### src/rtl/msr_pkg.sv
// ----------------------------------------------------------------------------
// msr_pkg: shared types and constants of the single-wire sensor reader
// Holds the register map, the read sequence phases and the structs that
// carry configuration and one per-tick result between the modules.
// ----------------------------------------------------------------------------
package msr_pkg;

  localparam int MaxLines   = 8;
  localparam int ChanW      = $clog2(MaxLines);
  localparam int FrameBits  = 40;
  localparam int BitsW      = 6;
  localparam int TimerW     = 20;
  localparam int PaddrW     = 5;
  localparam int PdataW     = 32;

  // Register reset values.
  localparam logic [19:0] IdleHighRst    = 20'd300000;
  localparam logic [15:0] StartLowRst    = 16'd18000;
  localparam logic [7:0]  ReleaseHighRst = 8'd20;
  localparam logic [7:0]  RespFirstRst   = 8'd40;
  localparam logic [7:0]  RespSecondRst  = 8'd80;
  localparam logic [7:0]  BitSampleRst   = 8'd40;
  localparam logic [15:0] WaitLimitRst   = 16'd1000;
  localparam logic [3:0]  ChanCountRst   = 4'd5;

  // Register map, one 32-bit word per register.
  typedef enum logic [2:0] {
    REG_IDLE_HIGH    = 3'd0,
    REG_START_LOW    = 3'd1,
    REG_RELEASE_HIGH = 3'd2,
    REG_RESP_FIRST   = 3'd3,
    REG_RESP_SECOND  = 3'd4,
    REG_BIT_SAMPLE   = 3'd5,
    REG_WAIT_LIMIT   = 3'd6,
    REG_CHAN_COUNT   = 3'd7
  } cfg_reg_e;

  typedef enum logic [3:0] {
    PH_IDLE          = 4'd0,
    PH_HOLD_HIGH     = 4'd1,
    PH_START_LOW     = 4'd2,
    PH_RELEASE_HIGH  = 4'd3,
    PH_RESP_FIRST    = 4'd4,
    PH_RESP_SECOND   = 4'd5,
    PH_RESP_WAIT_LOW = 4'd6,
    PH_BIT_WAIT_RISE = 4'd7,
    PH_BIT_DELAY     = 4'd8,
    PH_BIT_WAIT_FALL = 4'd9
  } phase_e;

  typedef struct packed {
    logic [19:0] idle_high;
    logic [15:0] start_low;
    logic [7:0]  release_high;
    logic [7:0]  resp_first;
    logic [7:0]  resp_second;
    logic [7:0]  bit_sample;
    logic [15:0] wait_limit;
    logic [3:0]  chan_count;
  } cfg_t;

  typedef struct packed {
    logic             drive_enable;
    logic             drive_level;
    logic [ChanW-1:0] active_line;
    logic             reading_valid;
    logic             sensor_present;
    logic [7:0]       humidity;
    logic [7:0]       temperature;
  } res_t;

endpackage

### src/rtl/msr_cfg.sv
// ----------------------------------------------------------------------------
// msr_cfg: configuration register file
// APB-style slave holding the timing registers and the channel count.
// ----------------------------------------------------------------------------
module msr_cfg (
  input  logic                       clk_i,
  input  logic                       rst_ni,
  input  logic                       psel,
  input  logic                       penable,
  input  logic                       pwrite,
  input  logic [msr_pkg::PaddrW-1:0] paddr,
  input  logic [msr_pkg::PdataW-1:0] pwdata,
  output logic [msr_pkg::PdataW-1:0] prdata,
  output logic                       pready,
  output msr_pkg::cfg_t              cfg_o
);
  import msr_pkg::*;

  cfg_t     cfg_q;
  cfg_reg_e reg_sel;
  logic     wr_en;

  assign pready  = 1'b1;
  assign reg_sel = cfg_reg_e'(paddr[PaddrW-1:2]);
  assign wr_en   = psel & penable & pwrite;
  assign cfg_o   = cfg_q;

  always_ff @(posedge clk_i or negedge rst_ni) begin
    if (!rst_ni) begin
      cfg_q.idle_high    <= IdleHighRst;
      cfg_q.start_low    <= StartLowRst;
      cfg_q.release_high <= ReleaseHighRst;
      cfg_q.resp_first   <= RespFirstRst;
      cfg_q.resp_second  <= RespSecondRst;
      cfg_q.bit_sample   <= BitSampleRst;
      cfg_q.wait_limit   <= WaitLimitRst;
      cfg_q.chan_count   <= ChanCountRst;
    end else if (wr_en) begin
      case (reg_sel)
        REG_IDLE_HIGH:    cfg_q.idle_high    <= pwdata[19:0];
        REG_START_LOW:    cfg_q.start_low    <= pwdata[15:0];
        REG_RELEASE_HIGH: cfg_q.release_high <= pwdata[7:0];
        REG_RESP_FIRST:   cfg_q.resp_first   <= pwdata[7:0];
        REG_RESP_SECOND:  cfg_q.resp_second  <= pwdata[7:0];
        REG_BIT_SAMPLE:   cfg_q.bit_sample   <= pwdata[7:0];
        REG_WAIT_LIMIT:   cfg_q.wait_limit   <= pwdata[15:0];
        REG_CHAN_COUNT:   cfg_q.chan_count   <= pwdata[3:0];
        default: ;
      endcase
    end
  end

  always_comb begin
    case (reg_sel)
      REG_IDLE_HIGH:    prdata = {12'd0, cfg_q.idle_high};
      REG_START_LOW:    prdata = {16'd0, cfg_q.start_low};
      REG_RELEASE_HIGH: prdata = {24'd0, cfg_q.release_high};
      REG_RESP_FIRST:   prdata = {24'd0, cfg_q.resp_first};
      REG_RESP_SECOND:  prdata = {24'd0, cfg_q.resp_second};
      REG_BIT_SAMPLE:   prdata = {24'd0, cfg_q.bit_sample};
      REG_WAIT_LIMIT:   prdata = {16'd0, cfg_q.wait_limit};
      REG_CHAN_COUNT:   prdata = {28'd0, cfg_q.chan_count};
      default:          prdata = '0;
    endcase
  end

endmodule

### src/rtl/msr_core.sv
// ----------------------------------------------------------------------------
// msr_core: read sequencer
// Advances the per-tick read sequence on each accepted request and forms
// the result of that tick. Keeps the last reading of every channel.
// ----------------------------------------------------------------------------
module msr_core (
  input  logic                 clk_i,
  input  logic                 rst_ni,
  input  logic                 accept_i,
  input  logic [7:0]           line_levels_i,
  input  logic                 poll_tick_i,
  input  msr_pkg::cfg_t        cfg_i,
  output msr_pkg::res_t        res_o
);
  import msr_pkg::*;

  localparam logic [ChanW-1:0] ChanRst = ChanW'(ChanCountRst - 4'd1);

  phase_e            phase_q, phase_d;
  logic [TimerW-1:0] tmr_q, tmr_d;
  logic [ChanW-1:0]  chan_q, chan_d;
  logic [BitsW-1:0]  bits_q, bits_d;
  logic [FrameBits-1:0] frame_q, frame_d;
  logic [15:0]       store_q [MaxLines];

  logic              line;
  logic [TimerW:0]   tmr_inc;
  logic [TimerW-1:0] limit;
  logic              limit_hit;
  logic [3:0]        eff_count;
  logic [3:0]        next_chan;
  logic              finish, ok;
  logic [15:0]       reading;

  assign line    = line_levels_i[chan_q];
  assign tmr_inc = {1'b0, tmr_q} + 21'd1;

  // Zero channels behave as one, more than the line count as all lines.
  always_comb begin
    if (cfg_i.chan_count == 4'd0) begin
      eff_count = 4'd1;
    end else if (cfg_i.chan_count > 4'(MaxLines)) begin
      eff_count = 4'(MaxLines);
    end else begin
      eff_count = cfg_i.chan_count;
    end
    next_chan = {1'b0, chan_q} + 4'd1;
    if (next_chan >= eff_count) begin
      next_chan = 4'd0;
    end
  end

  // One shared compare serves every timed phase and every edge wait.
  always_comb begin
    case (phase_q)
      PH_HOLD_HIGH:     limit = cfg_i.idle_high;
      PH_START_LOW:     limit = {4'd0, cfg_i.start_low};
      PH_RELEASE_HIGH:  limit = {12'd0, cfg_i.release_high};
      PH_RESP_FIRST:    limit = {12'd0, cfg_i.resp_first};
      PH_RESP_SECOND:   limit = {12'd0, cfg_i.resp_second};
      PH_BIT_DELAY:     limit = {12'd0, cfg_i.bit_sample};
      default:          limit = {4'd0, cfg_i.wait_limit};
    endcase
    limit_hit = tmr_inc >= {1'b0, limit};
  end

  always_comb begin
    phase_d = phase_q;
    tmr_d   = tmr_q;
    chan_d  = chan_q;
    bits_d  = bits_q;
    frame_d = frame_q;
    finish  = 1'b0;
    ok      = 1'b0;
    res_o.drive_enable = 1'b0;
    res_o.drive_level  = 1'b0;

    case (phase_q)
      PH_IDLE: begin
        if (poll_tick_i) begin
          chan_d  = next_chan[ChanW-1:0];
          bits_d  = '0;
          frame_d = '0;
          phase_d = PH_HOLD_HIGH;
          tmr_d   = '0;
        end
      end
      PH_HOLD_HIGH, PH_START_LOW, PH_RELEASE_HIGH: begin
        res_o.drive_enable = 1'b1;
        res_o.drive_level  = (phase_q != PH_START_LOW);
        tmr_d = limit_hit ? '0 : tmr_inc[TimerW-1:0];
        if (limit_hit) begin
          case (phase_q)
            PH_HOLD_HIGH: phase_d = PH_START_LOW;
            PH_START_LOW: phase_d = PH_RELEASE_HIGH;
            default:      phase_d = PH_RESP_FIRST;
          endcase
        end
      end
      PH_RESP_FIRST: begin
        tmr_d = limit_hit ? '0 : tmr_inc[TimerW-1:0];
        if (limit_hit) begin
          if (!line) phase_d = PH_RESP_SECOND;
          else       finish  = 1'b1;
        end
      end
      PH_RESP_SECOND: begin
        tmr_d = limit_hit ? '0 : tmr_inc[TimerW-1:0];
        if (limit_hit) begin
          if (line) phase_d = PH_RESP_WAIT_LOW;
          else      finish  = 1'b1;
        end
      end
      PH_RESP_WAIT_LOW: begin
        if (!line) begin
          phase_d = PH_BIT_WAIT_RISE;
          tmr_d   = '0;
        end else begin
          tmr_d  = limit_hit ? '0 : tmr_inc[TimerW-1:0];
          finish = limit_hit;
        end
      end
      PH_BIT_WAIT_RISE: begin
        if (line) begin
          phase_d = PH_BIT_DELAY;
          tmr_d   = '0;
        end else begin
          tmr_d  = limit_hit ? '0 : tmr_inc[TimerW-1:0];
          finish = limit_hit;
        end
      end
      PH_BIT_DELAY: begin
        tmr_d = limit_hit ? '0 : tmr_inc[TimerW-1:0];
        if (limit_hit) begin
          frame_d = {frame_q[FrameBits-2:0], line};
          bits_d  = bits_q + 6'd1;
          phase_d = PH_BIT_WAIT_FALL;
        end
      end
      PH_BIT_WAIT_FALL: begin
        if (!line) begin
          tmr_d = '0;
          if (bits_q >= BitsW'(FrameBits)) begin
            finish = 1'b1;
            ok     = 1'b1;
          end else begin
            phase_d = PH_BIT_WAIT_RISE;
          end
        end else begin
          tmr_d  = limit_hit ? '0 : tmr_inc[TimerW-1:0];
          finish = limit_hit;
        end
      end
      default: begin
        phase_d = PH_IDLE;
        tmr_d   = '0;
      end
    endcase

    if (finish) begin
      phase_d = PH_IDLE;
      tmr_d   = '0;
    end

    // Humidity is the first frame byte, temperature the third.
    reading = ok ? {frame_q[39:32], frame_q[23:16]} : 16'd0;

    res_o.active_line    = chan_d;
    res_o.reading_valid  = finish;
    res_o.sensor_present = ok;
    res_o.humidity       = finish ? reading[15:8] : store_q[chan_d][15:8];
    res_o.temperature    = finish ? reading[7:0]  : store_q[chan_d][7:0];
  end

  always_ff @(posedge clk_i or negedge rst_ni) begin
    if (!rst_ni) begin
      phase_q <= PH_IDLE;
      tmr_q   <= '0;
      chan_q  <= ChanRst;
      bits_q  <= '0;
      frame_q <= '0;
    end else if (accept_i) begin
      phase_q <= phase_d;
      tmr_q   <= tmr_d;
      chan_q  <= chan_d;
      bits_q  <= bits_d;
      frame_q <= frame_d;
    end
  end

  always_ff @(posedge clk_i or negedge rst_ni) begin
    if (!rst_ni) begin
      for (int i = 0; i < MaxLines; i++) begin
        store_q[i] <= '0;
      end
    end else if (accept_i && finish) begin
      store_q[chan_d] <= reading;
    end
  end

endmodule

### src/rtl/multi_channel_single_wire_sensor_reader.sv
// ----------------------------------------------------------------------------
// multi_channel_single_wire_sensor_reader: round-robin single-wire sensor reader
// Output: a result is registered in the output register when its request is accepted.
// Throughput: one request per cycle; the input stalls only while a held result
// is stalled downstream, since the output register is the only buffer.
// Reset: asynchronous, active low; sequence idle, all readings zero, the
// channel pointer at the last default channel so the first poll selects 0.
// ----------------------------------------------------------------------------
module multi_channel_single_wire_sensor_reader (
  input  logic                       clk_i,
  input  logic                       rst_ni,

  // Tick request channel: one request per microsecond of line samples.
  input  logic                       in_valid_i,
  output logic                       in_stall_o,
  input  logic [7:0]                 line_levels_i,
  input  logic                       poll_tick_i,

  // Result channel: one result per request.
  output logic                       out_valid_o,
  input  logic                       out_stall_i,
  output logic                       drive_enable_o,
  output logic                       drive_level_o,
  output logic [2:0]                 active_line_o,
  output logic                       reading_valid_o,
  output logic                       sensor_present_o,
  output logic [7:0]                 humidity_o,
  output logic [7:0]                 temperature_o,

  // Configuration port.
  input  logic                       psel,
  input  logic                       penable,
  input  logic                       pwrite,
  input  logic [msr_pkg::PaddrW-1:0] paddr,
  input  logic [msr_pkg::PdataW-1:0] pwdata,
  output logic [msr_pkg::PdataW-1:0] prdata,
  output logic                       pready
);
  import msr_pkg::*;

  cfg_t cfg;
  res_t res_d, res_q;
  logic out_valid_q;
  logic accept;

  // A request is taken whenever the output register is empty or is being
  // emptied in the same cycle, so the sequencer keeps pace with the ticks.
  assign in_stall_o = out_valid_q & out_stall_i;
  assign accept     = in_valid_i & ~in_stall_o;

  msr_cfg u_cfg (
    .clk_i   (clk_i),
    .rst_ni  (rst_ni),
    .psel    (psel),
    .penable (penable),
    .pwrite  (pwrite),
    .paddr   (paddr),
    .pwdata  (pwdata),
    .prdata  (prdata),
    .pready  (pready),
    .cfg_o   (cfg)
  );

  // The sequencer state only advances on an accepted request, so stalls
  // never skip or repeat a microsecond of the read sequence.
  msr_core u_core (
    .clk_i         (clk_i),
    .rst_ni        (rst_ni),
    .accept_i      (accept),
    .line_levels_i (line_levels_i),
    .poll_tick_i   (poll_tick_i),
    .cfg_i         (cfg),
    .res_o         (res_d)
  );

  // Output register: loaded on acceptance, held while stalled.
  always_ff @(posedge clk_i or negedge rst_ni) begin
    if (!rst_ni) begin
      out_valid_q <= 1'b0;
    end else if (!in_stall_o) begin
      out_valid_q <= in_valid_i;
    end
  end

  always_ff @(posedge clk_i) begin
    if (accept) begin
      res_q <= res_d;
    end
  end

  assign out_valid_o      = out_valid_q;
  assign drive_enable_o   = res_q.drive_enable;
  assign drive_level_o    = res_q.drive_level;
  assign active_line_o    = res_q.active_line;
  assign reading_valid_o  = res_q.reading_valid;
  assign sensor_present_o = res_q.sensor_present;
  assign humidity_o       = res_q.humidity;
  assign temperature_o    = res_q.temperature;

  // A read only finishes in a phase where the line is released.
  a_finish_released: assert property (@(posedge clk_i) disable iff (!rst_ni)
    out_valid_o && reading_valid_o |-> !drive_enable_o)
    else $error("reading finished while the line was driven");

  // An absent sensor reports zero readings.
  a_absent_zero: assert property (@(posedge clk_i) disable iff (!rst_ni)
    out_valid_o && reading_valid_o && !sensor_present_o |->
      humidity_o == 8'd0 && temperature_o == 8'd0)
    else $error("absent sensor reported a nonzero reading");

  // Presence is only reported together with a finished read.
  a_present_finish: assert property (@(posedge clk_i) disable iff (!rst_ni)
    out_valid_o && sensor_present_o |-> reading_valid_o)
    else $error("sensor presence reported outside a finished read");

  // A high level is only shown while the line is actually driven.
  a_level_driven: assert property (@(posedge clk_i) disable iff (!rst_ni)
    out_valid_o && drive_level_o |-> drive_enable_o)
    else $error("drive level set while the line was released");

endmodule

### config.mk
export PLATFORM = sky130hd
export DESIGN_NAME = multi_channel_single_wire_sensor_reader
export DESIGN_NICKNAME = d
export VERILOG_FILES = /design/src/rtl/msr_pkg.sv /design/src/rtl/msr_cfg.sv /design/src/rtl/msr_core.sv /design/src/rtl/multi_channel_single_wire_sensor_reader.sv
export SDC_FILE = /design/constraint.sdc
export NUM_CORES = 1
export LEC_CHECK = 0
export BUFFER_PORTS_ARGS = -buffer_cell sky130_fd_sc_hd__clkbuf_2
export CAP_MARGIN = 20
export CORE_MARGIN = 2
export CORE_UTILIZATION = 61
export DETAILED_ROUTE_END_ITERATION = 16
export GPL_TIMING_DRIVEN = 0
export HOLD_SLACK_MARGIN = 0.03
export PLACE_DENSITY = 0.84
export SLEW_MARGIN = 0
export SYNTH_ARGS = -nofsm -noshare
export SYNTH_HDL_FRONTEND = slang
export SYNTH_SLANG_ARGS = --single-unit
### constraint.sdc
create_clock -name clk_i -period 4.6 [get_ports clk_i]
set_input_delay 0.92 -clock clk_i [delete_from_list [all_inputs] [get_ports clk_i]]
set_output_delay 0.92 -clock clk_i [all_outputs]
set_load 0.01 [all_outputs]
==> metrics.txt <==
status=finished, final reports clean; WL per Instance=22.2 um; most frequent cells in the layout=296 x nand2_1, 258 x dfrtp_1, 225 x o21ai_0; worst r2r src=u_core.phase_q[3]; most common cell after layout, fill and taps aside=nand2_1; Final Core Density=between 70% and 80%; vias in the first global route=13300; cell taking the most area after synthesis=dfrtp_1; Final Cycle Share=98.4%; internal cell power=about 5600 uW; average size of a mapped cell=10.1 um^2; Via Count=13400; setup skew after layout=0.0201 ns; largest net degree at the start of global routing=114; I/O pin cnt=111; Root Driver=clkbuf_16; ANT nets after route=0; dominant cells by area after synthesis=dfrtp_1 42%, o21ai_0 7.4%, nand2_1 7.1%; post-DR vias/cell=6.55; Yosys cell types=75; instance area at placement=16600 um^2; Slew @ Worst Pin=around 1.1 ns; die area=26800 um^2; Cell Area, Synth=15600 um^2; MaxCap Viol Count=0; die height=164 um; DPL Wire Length=between 20000 and 30000 um; VDD IR max=0.326 mV; Post-synth ARST share=between 90% and 100%; Worst Path Max Fanout=10; Worst R2R Setup Slack=0.08 ns; first-pass GRT wire length=70700 um; row count=58; Worst Hold Margin=0.463 ns; WL final=45400 um; CP startpoint kind=flip-flop; power share of the clock group=32.4%; nets@finish=1773; Slew Viols, Final=0; placed cells=1980; CP Capture Type=flip-flop; DR iter-0 viols=1900; layout cells sized above 1=22.5%; achievable frequency=221 MHz; Final Cell Area=17900 um^2; Worst R2R End=humidity_o[0]; fill cell count=roughly 1800; min cycle time layout=approximately 4.5 ns; final hold violation count=0; number of remaining DRC errors=0; Cells after Synth=approximately 1600; CTS tree=built; LEAKAGE=0.00774 uW; CTS Buf Count=34; sequential share of power=38.2%; top cell type's share of synthesized area=41.7%; Clock Sinks=313; pre-CTS WS=-0.875 ns; grt ovf=0; clock latency reported for the late side of the worst-skew pair=0.53 ns; gr usage total=about a third; core area=around 25000 um^2; worst-case reg-to-reg path depth=16; drt first pass iters=7; synthesized flop and latch total=313; type of the worst setup path=reg2reg; Worst Path Arrival=4.82 ns; pwr dens=475 nW/um^2; initial antenna violation count=0; Hold Crit Class=in2async; Die Span X=164 um; register area share after synthesis=51.2%; Slew HR=29.4%; Required @ worst endpoint=4.90 ns; final worst slack=0.0751 ns; # hold bufs at CTS=0; clk buf depth=3; clk slew on worst S/H paths=0.06 ns; fin cells=2048; # H-tree levels=2; Setup-failing EPs final=0; Syn. warnings=0; net switching power=2970 uW; Combinational Power Share=29.5%; Post-synth EDFFs=23; Antenna Cells=0; initial core utilization=62.1%; Net Sw Frac=about a third; Most used DFF post-synth=dfrtp_1; port bufs=between 80 and 90; Area growth syn-to-layout=15.2%; gpl congestion=0.953
## layer usage
layer,share of wire (%),GRT usage [%],up-vias
li1,-,-,5796
met3,11,5.96,229
met1,38,46.0,6541
met2,45,52.4,850
met4,6.0,18.4,0
met5,0,0,-
## power groups by stage
stage	logic (uW)	clock network (uW)	registers [uW]
floorplan	1540	0	3220
global placement	2240	0	3260
detailed placement	2330	0	3270
CTS	2390	2770	3240
global route	2660	2870	3280
finish	2510	2760	3250
## cell families (layout without fill, tap and decap cells)
logic type	after synthesis	in the layout	synth area share (%)
compound gates	414	414	16.0
xor+xnor	19	19	1.07
fa+ha+maj	28	28	2.25
buf+inv	128	285	3.74
flops	313	313	51.2
mux	166	166	11.8
other cells	2	13	0.0482
simple gates	480	480	13.8
## flip-flops by register name (all words and copies together), names as in the netlist
| name | count |
|---|---|
| sensor_present_o | 1 |
| u_core.frame_q | 40 |
| u_core.chan_q | 3 |
| u_core.store_q | 128 |
| drive_enable_o | 1 |
| reading_valid_o | 1 |
| temperature_o | 8 |
| u_core.tmr_q | 20 |
| humidity_o | 8 |
| u_core.bits_q | 6 |
| drive_level_o | 1 |
| active_line_o | 3 |
| out_valid_o | 1 |
| u_cfg.cfg_o | 88 |
| u_core.phase_q | 4 |
## critical path, cell delays in order (launching register included)
cell,delay [ns]
dfrtp_1,0.43
clkbuf_2,0.32
inv_1,0.22
a21oi_2,0.26
o32ai_4,0.19
clkbuf_2,0.26
o21ai_0,0.56
ha_1,0.35
nand2_1,0.07
o21ai_0,0.09
a22o_1,0.25
nor3_1,0.27
a21boi_2,0.09
buf_4,0.18
buf_6,0.17
clkbuf_4,0.24
o21ai_1,0.35
## through the flow
stage / total power [uW] / TNS (ns)
after detailed placement: 5610 / -84.93
final: 8530 / 0
after floorplan: 4770 / 0
after global routing: 8810 / -0.0100
after global placement: 5500 / -1023.85
after CTS: 8400 / -0.129
## area by class of cell
type                       count  area [um^2]  area share (%)
multi-input combinational   1120         7180            40.0
tap                          330          413            2.30
sequential                   313         7990            44.5
inverter                      19         72.6           0.404
clock inverter                 9         76.3           0.425
buffer                       106          576            3.21
timing repair buffer          98          589            3.28
clock buffer                  53         1060            5.88
## cells in the mapped netlist, types with 3 or more instances
cell type	number
dfstp_2	30
inv_1	16
a21oi_1	26
o221a_2	4
buf_4	17
o211ai_1	17
a21oi_2	3
o31ai_1	12
nor2_1	49
o31a_1	3
mux4_2	5
edfxtp_1	23
and3_1	20
nand4_1	15
a222oi_1	11
a221oi_1	15
ha_1	28
a31oi_1	3
a21o_1	4
dfrtp_1	260
mux2i_1	63
a32oi_1	4
mux2_2	98
a22oi_1	15
a211oi_1	10
nand3_2	4
o21ai_1	28
nand2_1	296
o22ai_1	4
xnor2_1	11
nor2b_1	9
o21ai_0	231
nor3_1	17
and2_1	7
clkbuf_1	60
buf_1	7
xor2_1	8
a22o_1	9
buf_2	23
nand2b_1	23
nand3_1	22
## worst max-delay path by stage
stage / startpoint / end / slack, ns / cells after the start
after detailed placement: u_core.phase_q[0] / u_core.tmr_q[17] / -0.87 / 16
after floorplan: u_core.phase_q[2] / u_core.tmr_q[17] / 0.72 / 14
after CTS: u_core.tmr_q[2] / humidity_o[0] / -0.05 / 18
after global placement: rst_ni / u_core.frame_q[5] / -3.33 / 1
after global routing: u_core.tmr_q[3] / u_core.store_q[60] / -0.01 / 19
final: u_core.phase_q[3] / humidity_o[0] / 0.08 / 16
## timing repair
action,in CTS,in global routing
cloned,0,1
setup buffers,1,6
setup endpoints to repair,215,212
pin swaps,1,2
resized for setup,26,77
hold endpoints to repair,0,0
No activity file was read; power rests on OpenSTA's default activity.
